File: src/hdl/assert_macros.svh
// Assertion helpers used by refcounted_block_pool.
`ifndef ASSERT_MACROS_SVH
`define ASSERT_MACROS_SVH

// Property that must hold at every rising edge outside reset.
`define RBP_ASSERT(label, clk, rst_n, prop, msg) \
    label: assert property (@(posedge clk) disable iff (!(rst_n)) (prop)) else $error(msg);

// Condition that must never be seen at a rising edge outside reset.
`define RBP_NEVER(label, clk, rst_n, cond, msg) \
    label: assert property (@(posedge clk) disable iff (!(rst_n)) !(cond)) else $error(msg);

`endif

File: src/hdl/rbp_ram.sv
// ----------------------------------------------------------------------------
// rbp_ram
// Simple dual-port synchronous RAM: one write port, one registered read port.
// ----------------------------------------------------------------------------
`default_nettype none

module rbp_ram #(
    parameter int DEPTH = 256,
    parameter int WIDTH = 8
) (
    input  wire logic                     i_clk,
    input  wire logic                     i_we,
    input  wire logic [$clog2(DEPTH)-1:0] i_waddr,
    input  wire logic [WIDTH-1:0]         i_wdata,
    input  wire logic                     i_re,
    input  wire logic [$clog2(DEPTH)-1:0] i_raddr,
    output      logic [WIDTH-1:0]         o_rdata
);

    logic [WIDTH-1:0] r_mem [DEPTH];

    always_ff @(posedge i_clk) begin
        if (i_we) begin
            r_mem[i_waddr] <= i_wdata;
        end
    end

    always_ff @(posedge i_clk) begin
        if (i_re) begin
            o_rdata <= r_mem[i_raddr];
        end
    end

endmodule

`default_nettype wire

File: config.mk
export PLATFORM = sky130hd
export DESIGN_NAME = rbp_ram
export DESIGN_NICKNAME = d
export VERILOG_FILES = /design/src/hdl/assert_macros.svh /design/src/hdl/rbp_ram.sv
export SDC_FILE = /design/constraint.sdc
export NUM_CORES = 2
export LEC_CHECK = 0
export ABC_AREA = 1
export BUFFER_PORTS_ARGS = -buffer_cell sky130_fd_sc_hd__buf_2
export CORE_MARGIN = 2
export CORE_UTILIZATION = 24
export CTS_CLUSTER_DIAMETER = 200
export DETAILED_ROUTE_END_ITERATION = 16
export MAX_ROUTING_LAYER = met4
export PLACE_DENSITY = 0.35
export RECOVER_POWER = 50
export SYNTH_ARGS = -nofsm -noshare
export SYNTH_HDL_FRONTEND = slang
export SYNTH_SLANG_ARGS = --single-unit
export TNS_END_PERCENT = 100
File: constraint.sdc
create_clock -name i_clk -period 1.8 [get_ports i_clk]
set_input_delay 0.09 -clock i_clk [delete_from_list [all_inputs] [get_ports i_clk]]
set_output_delay 0.09 -clock i_clk [all_outputs]
set_load 0.01 [all_outputs]
==> impl_results.md <==
* Status: finished, violations left
* Failing checks: max-capacitance violations, max-slew violations
* Overflow after GRT at 0
* Fin nets at approximately 7.7k
* Largest family of logic cells by synthesized area: simple AND/OR/NAND/NOR gates
* Largest area contributor in the netlist: edfxtp_1
* Mapped Avg Cell Area at 11.9 um2
* Pwr Density at roughly 1000 mW/mm2
* Worst reg2reg path startpoint: r_mem[183][4]
* Critical Path Sink Type: flop
* Largest net degree at the start of global routing at 68
* Relative slew slack at -0.173
* Gr usage total at 0.172
* Slew @ Worst Pin at roughly 1.8 ns
* Most frequent cells in the layout: 2092 x nand2_1, 2056 x edfxtp_1, 1740 x nand3_1
* Row count at between 200 and 250
* Layout Area Growth over Synthesis at 25.3%
* Synth Net Count at 7030
* Post-Synth Simple-Gate Area at 0.229
* CP Launch Point: r_mem[183][4]
* Routed len/inst at between 20 and 25 um
* CP Max Fanout at 1
* First-pass GRT wire length at between 400000 and 500000 um
* H-tree depth at 4
* Leak pwr at 37.0 nW
* Die Span X at between 500 and 600 um
* CTS clk-pin slew, worst paths at ~0.060 ns
* Seq/Total Area, Yosys at 0.740
* Fin Hold WS at slightly below 0.06 ns
* Hpwl dp at ~190000 um
* Initial Util at 0.241
* Fmax at around 560 MHz
* Area of the multi-input gates at between 0.02 and 0.025 mm2
* Vias in the first global route at ~57k
* Max cap viols at 2
* Post-Syn Instances at 7003
* Final setup TNS at 0 ns
* CTS Root Cell: clkbuf_16
* FF/Latch Area at roughly 0.062 mm2
* Critical Path Start Type: flop
* Gp weighted congestion at between 0.8 and 0.9
* Most common cell after layout, fill and taps aside: nand2_1
* Port Buffer Count at 34
* Unrepaired setup endpoints after global routing: true
* Layout cells sized above 1 at 0.189
* Worst setup path class: reg2reg
* Peak VDD IR at 709 uV
* TritonCTS clock tree: built
* Drt drc at 0
* Post-Synth Adder-Cell Area at 0
* Worst EP required at between 2 and 2.5 ns
* WL final at roughly 300000 um
* Top Ports at 35
* Library cells used by synthesis at 13
* Hold Startpoint: i_raddr[5]
* 1st-pass router iterations at 5
* Worst EP arrival at around 2.4 ns
* Warnings, synthesis at 0
* CTS Buf Count at ~240
* Fin. Hold Viols at 0
* DR vias/cell at 4.55
* Die area at about 0.35 mm2
* Core footprint at roughly 0.35 mm2
* Compound-cell area share of the yosys netlist at 0
* Hold Crit Class: in2reg
* Post-CTS setup buffers at 0
* Period minus WS final at approximately 1.8 ns
* Clock net sink count at 2056
* Die Y at roughly 600 um
* Multiplexer area fraction after synthesis at 0
* Fin crit share at 0.988
* Clk_lat worst skew at roughly 0.9 ns
* Mapped Area at about 0.083 mm2
* Final number of setup-violating endpoints at 0
* Final ANT Viol Nets at 0
* Synthesis-stage register bit count at between 2k and 2.5k
* Final Skew at approximately 0.044 ns
* Synth top area cells: edfxtp_1 74%, nand3_1 12%, nand2_1 9.5%
* XOR/XNOR share of the synthesized area at 0
* Share of the synthesized area in the top cell type at 0.740
* Via Count at 56.4k
* Final Slew Violations at 69
* Fillers at 35.1k
* Initial antenna violation count at 20
* Iter 0 DRT Violations at 4706
* Clock buffer depth at 4
==> worst max-delay path, cell delays in order (launching register included) <==
cell	delay (ns)
edfxtp_1	0.36
nand2_1	0.07
nand3_1	0.09
nand3_2	0.09
nand3_2	0.14
nand3_4	0.14
nand3_4	0.13
nand3_1	0.10
buf_4	0.13
nand2_1	0.08
nand2_4	0.13
nand2_2	0.08
==> report_power, final <==
part	internal (mW)	total (mW)	leakage [nW]	switching, mW
registers	52.8	52.9	18.5	0.0457
clock network	27.7	47.6	3.67	19.9
logic	2.46	8.17	14.8	5.71
total	83.0	109	37.0	25.7
==> state kept, by name, summed over array words and instances (netlist names) <==
signal,count
o_rdata,8
r_mem,2048
==> what timing repair did <==
action,CTS,global route
gates resized for setup,161,187
hold buffers,13,0
endpoints found under the setup margin,10,8
hold endpoints to repair,2006,0
pin swaps,24,59
==> cell type report <==
class / count / area share
diodes: 9 / 0.000215
clock buffers: 288 / 0.0590
clock inverters: 133 / 0.0125
inverters: 39 / 0.00175
multi-input cells: 4425 / 0.200
flip-flops and latches: 2056 / 0.590
well taps: 4578 / 0.0548
repair buffers: 876 / 0.0811
==> cell usage after synthesis <==
cell type  count
buf_1         40
buf_2        268
buf_4         46
buf_6         16
buf_8          1
clkbuf_1     112
edfxtp_1    2056
inv_1         36
inv_2          2
inv_4          1
nand2_1     2123
nand3_1     2019
nor2_1       283
==> logic make-up (layout without fill, tap and decap cells) <==
kind of cell           Yosys count  count (layout)
other                            0               9
AND/OR/NAND/NOR               4425            4425
flip-flops                    2056            2056
buffers and inverters          522            1336
==> final timing paths <==
| kind | endpoint | slack [ns] | cells past startpoint |
|---|---|---|---|
| setup / recovery | o_rdata[4] | 0.02 | 11 |
| hold / removal | o_rdata[6] | 0.06 | 7 |
| setup reg to reg | o_rdata[4] | 0.02 | 11 |
| hold reg to reg | o_rdata[5] | 1.15 | 10 |
==> per-stage QoR <==
step | power, mW | std cells | util | instance area, um2 | setup WS (ns)
floorplan | 57.1 | 7003 | - | 83500 | 0.219
global placement | 61.9 | 12000 | 0.276 | 95700 | -0.982
detailed placement | 61.9 | 12000 | 0.276 | 95700 | -1.02
CTS | 110 | 12400 | 0.301 | 104000 | -0.0439
global route | 112 | 12400 | 0.302 | 105000 | -0.0356
finish | 109 | 12400 | 0.302 | 105000 | 0.0215
==> layer usage <==
metal / global-route usage / routed length (um) / vias up
met4: 0.0402 / 7220 / 0
met3: 0.0222 / 14400 / 361
met2: 0.273 / 141000 / 1412
met5: - / 0 / -
li1: - / - / 26200
met1: 0.235 / 139000 / 28500
Note: power is estimated with default switching activity, not from simulation.
