$ cat config.mk
export PLATFORM = sky130hd
export DESIGN_NAME = rbp_offset
export DESIGN_NICKNAME = d
export VERILOG_FILES = /design/src/hdl/assert_macros.svh /design/src/hdl/rbp_pkg.sv /design/src/hdl/rbp_offset.sv
export SDC_FILE = /design/constraint.sdc
export NUM_CORES = 1
export LEC_CHECK = 0
export BUFFER_PORTS_ARGS = -buffer_cell sky130_fd_sc_hd__buf_2
export CAP_MARGIN = 5
export CORE_ASPECT_RATIO = 0.75
export CORE_MARGIN = 2
export CORE_UTILIZATION = 50
export DETAILED_ROUTE_END_ITERATION = 10
export PLACE_DENSITY = 0.8
export SLEW_MARGIN = 25
export SYNTH_ARGS = -nofsm -noshare
export SYNTH_HDL_FRONTEND = slang
export SYNTH_SLANG_ARGS = --single-unit
$ cat constraint.sdc
create_clock -name vclk -period 15.9
set_clock_uncertainty 0.15 [all_clocks]
set_input_delay 2.385 -clock vclk [all_inputs]
set_output_delay 2.385 -clock vclk [all_outputs]
set_load 0.01 [all_outputs]
$ cat src/hdl/assert_macros.svh
// Assertion helpers used by refcounted_block_pool.
`ifndef ASSERT_MACROS_SVH
`define ASSERT_MACROS_SVH

// Property that must hold at every rising edge outside reset.
`define RBP_ASSERT(label, clk, rst_n, prop, msg) \
    label: assert property (@(posedge clk) disable iff (!(rst_n)) (prop)) else $error(msg);

// Condition that must never be seen at a rising edge outside reset.
`define RBP_NEVER(label, clk, rst_n, cond, msg) \
    label: assert property (@(posedge clk) disable iff (!(rst_n)) !(cond)) else $error(msg);

`endif

$ cat src/hdl/rbp_pkg.sv
// ----------------------------------------------------------------------------
// rbp_pkg
// Types, codes and fixed widths of the reference-counted block pool.
// ----------------------------------------------------------------------------
`default_nettype none

package rbp_pkg;

    // Fixed field widths
    localparam int KIND_W       = 2;
    localparam int BLOCK_W      = 8;
    localparam int STATUS_W     = 2;
    localparam int OFFSET_W     = 21;
    localparam int REF_OUT_W    = 8;
    localparam int ERR_W        = 32;
    localparam int POOL_W       = 9;
    localparam int ITEM_BYTES_W = 13;
    localparam int CFG_DATA_W   = 13;
    localparam int CFG_IDX_W    = 1;

    // Defaults for the top-level parameters
    localparam int DEF_NUM_BLOCKS = 256;
    localparam int DEF_REF_BITS   = 8;
    localparam int DEF_META_WORDS = 2;

    // Register values after reset
    localparam int RST_POOL_BLOCKS = 256;
    localparam int RST_ITEM_BYTES  = 64;

    typedef enum logic [KIND_W-1:0] {
        KIND_ALLOC   = 2'd0,
        KIND_INCR    = 2'd1,
        KIND_RELEASE = 2'd2,
        KIND_NOP     = 2'd3
    } t_kind;

    typedef enum logic [STATUS_W-1:0] {
        ST_OK    = 2'd0,
        ST_EMPTY = 2'd1,
        ST_ZERO  = 2'd2,
        ST_SAT   = 2'd3
    } t_status;

    typedef enum logic [CFG_IDX_W-1:0] {
        CFG_POOL_BLOCKS = 1'b0,
        CFG_ITEM_BYTES  = 1'b1
    } t_cfg_idx;

endpackage

`default_nettype wire

$ cat src/hdl/rbp_offset.sv
// ----------------------------------------------------------------------------
// rbp_offset
// Byte offset of a block's data area inside the pool buffer.
// ----------------------------------------------------------------------------
`default_nettype none

module rbp_offset import rbp_pkg::*; #(
    parameter int META_WORDS = DEF_META_WORDS
) (
    input  wire logic [BLOCK_W-1:0]      i_index,
    input  wire logic [ITEM_BYTES_W-1:0] i_item_bytes,
    output      logic [OFFSET_W-1:0]     o_offset
);

    // Payload words need at most eleven bits; with the metadata they are held in twelve.
    localparam int SUM_W   = ITEM_BYTES_W + 1;
    localparam int WORDS_W = 12;
    localparam int PROD_W  = WORDS_W + BLOCK_W;
    localparam int BYTE_W  = PROD_W + 1 + 3;

    logic [SUM_W-1:0]   rounded;
    logic [WORDS_W-1:0] words;
    logic [PROD_W:0]    word_off;
    logic [BYTE_W-1:0]  byte_off;

    always_comb begin
        rounded  = SUM_W'(i_item_bytes) + SUM_W'(7);
        words    = WORDS_W'(rounded >> 3) + WORDS_W'(META_WORDS);
        word_off = (PROD_W + 1)'(i_index) * (PROD_W + 1)'(words)
                 + (PROD_W + 1)'(META_WORDS);
        byte_off = {word_off, 3'b000};
        o_offset = byte_off[OFFSET_W-1:0];
    end

endmodule

`default_nettype wire
==> flow_metrics.env <==
export IMPL_status="complete, no violations"
export IMPL_fin_tns_setup_ns=0
export IMPL_crit_type="in2out"
export IMPL_coreArea_um2=5920
export IMPL_pin_count=42
export IMPL_yosysWarnings=0
export IMPL_layout_nets=528
export IMPL_via_per_inst=5.06
export IMPL_power_leakage_uw=0.00179
export IMPL_worstMarginPinSlew_ns=0.715
export IMPL_synth_top_family_by_area="adder cells"
export IMPL_postLayoutCellArea_um2=3390
export IMPL_hold_viol=0
export IMPL_yosysUniqueCellTypes=36
export IMPL_drt_initial_drc_count=156
export IMPL_drv_slew=0
export IMPL_num_vias=2478
export IMPL_power_density_nw_per_um2=185
export IMPL_synth_top_cell_area_share=0.384
export IMPL_nFillCells=545
export IMPL_yosys_area_top_type="fa_1"
export IMPL_drv_cap=0
export IMPL_portBuffers=39
export IMPL_drc_errors=0
export IMPL_dieArea_um2=6910
export IMPL_synth_adder_area_share=0.516
export IMPL_diodes=0
export IMPL_ys_seq_area_frac=0
export IMPL_regArea_um2=0
export IMPL_max_freq_mhz=89.0
export IMPL_drtAntennaViolNets=0
export IMPL_clkbuf_count=0
export IMPL_cp_arrival_ns=8.71
export IMPL_overflow=0
export IMPL_muxShareOfSynthArea=0
export IMPL_required_ns=13.37
export IMPL_n_sequential_cell=0
export IMPL_yosys_area_share_simple=0.208
export IMPL_synth_cells=377
export IMPL_chipWidth_um=95.3
export IMPL_drive_above_1_share=0.102
export IMPL_ys_top_cells_by_area="fa_1 38%, ha_1 13%, and2_1 12%"
export IMPL_synth_xor_area_share=0.0700
export IMPL_cts_hold_fix_buffers=0
export IMPL_syn_area_um2=3130
export IMPL_antenna_found_initial=0
export IMPL_layout_min_cycle_time_ns=11.24
export IMPL_fin_util=0.574
export IMPL_first_pass_iters=4
export IMPL_grt_pass1_vias=2523
export IMPL_gp_congestion=0.882
export IMPL_area_growth_pct=8.52
export IMPL_critPathMaxFanout=9
export IMPL_yosys_top_cells_count="88 x inv_1, 60 x and2_1, 60 x fa_1, 37 x nand2_1, 33 x ha_1"
export IMPL_grt_max_degree=12
export IMPL_detail_route_wl_per_cell_um=12.7
export IMPL_grt_pass1_wl_mm=11.3
export IMPL_setup_viol=0
export IMPL_synth_most_common_cell="inv_1"
export IMPL_relSlewSlack=0.520
export IMPL_synth_compound_area_frac=0.0816
export IMPL_cts_setup_buffers=0
export IMPL_rsz0062_at_grt="no"
export IMPL_cts_resized=0
export IMPL_totalWireLength_mm=6.22
export IMPL_syn_avg_cell_area_um2=8.30
export IMPL_peakVddDrop_mv=0.0855
export IMPL_place_hpwl_mm=5.51
export IMPL_die_y_um=72.5
export IMPL_rows=24
export IMPL_hp_class="in2out"
export IMPL_post_dp_cell_area_um2=3390
export IMPL_critical_path_endpoint_type="output port"
export IMPL_start_util=0.529
export IMPL_cp_start_kind="input pin"
export IMPL_finalCritPeriodShare=0.707
export IMPL_track_usage=0.202
==> report_power, final <==
part / internal [µW] / switching (µW) / total (µW) / leakage, µW
registers: 0 / 0 / 0 / 0
clock network: 0 / 0 / 0 / 0
logic: 280 / 347 / 627 / 0.00179
total: 280 / 347 / 627 / 0.00179
==> cell families after synthesis <==
family / count (synthesis)
AO/OA/AOI/OAI: 37
XOR/XNOR: 25
adder cells (fa/ha/maj): 93
buffers and inverters: 99
other: 2
AND/OR/NAND/NOR: 121
==> routing by layer <==
| metal | global-route usage | part of all wire |
|---|---|---|
| met5 | 0 | 0 |
| met4 | 0.00805 | 0.0043 |
| met3 | 0.00312 | 0.039 |
| met2 | 0.365 | 0.49 |
| met1 | 0.287 | 0.47 |
==> worst max-delay path, stage by stage <==
cell	delay (ns)
buf_2	0.11
o31a_1	0.36
xnor2_1	0.49
inv_1	0.10
ha_1	0.23
or2_2	0.29
a41o_1	0.26
nand2_1	0.09
xnor2_1	0.31
nand2_1	0.17
fa_1	0.57
inv_1	0.05
fa_1	0.46
fa_1	0.54
inv_1	0.06
fa_1	0.53
inv_1	0.04
ha_1	0.21
or4_4	0.50
o21ai_0	0.46
a31oi_1	0.19
xnor2_1	0.16
buf_2	0.14
==> stage by stage <==
step | instances | setup WS, ns | hold WS, ns | total power (µW)
2_1_floorplan | 384 | 5.37 | 4.76 | 463
3_5_place_dp | 490 | 4.68 | 5.07 | 631
5_1_grt | 490 | 4.20 | 5.08 | 721
6_report | 490 | 4.66 | 5.06 | 627
3_3_place_gp | 490 | 4.88 | 5.07 | 610
4_1_cts | 490 | 4.67 | 5.07 | 634
==> layout by cell type, fill, tap and decap left out, drive strengths merged, types with 3 or more instances in the layout <==
cell type and instances:
fa 60, nand3 3, nand2 37, o31a 3, and2 60, xor2 5
o21a 6, inv 88, buf 39, ha 33, o21ai 5, a21oi 9
xnor2 20, nor2 8, a31oi 4, conb 9
==> final timing paths <==
check	start	end	slack, ns	depth (start not counted)
setup / recovery	i_item_bytes[0]	o_offset[20]	4.66	23
hold / removal	i_index[0]	o_offset[3]	5.06	3
==> layout make-up <==
type | instances | area [µm²] | share of cell area
Multi-Input combinational cell | 285 | 2770 | 0.816
Inverter | 88 | 330 | 0.0973
Timing Repair Buffer | 39 | 195 | 0.0575
Tap cell | 78 | 97.6 | 0.0288
Power figures use the tool's default switching activity.
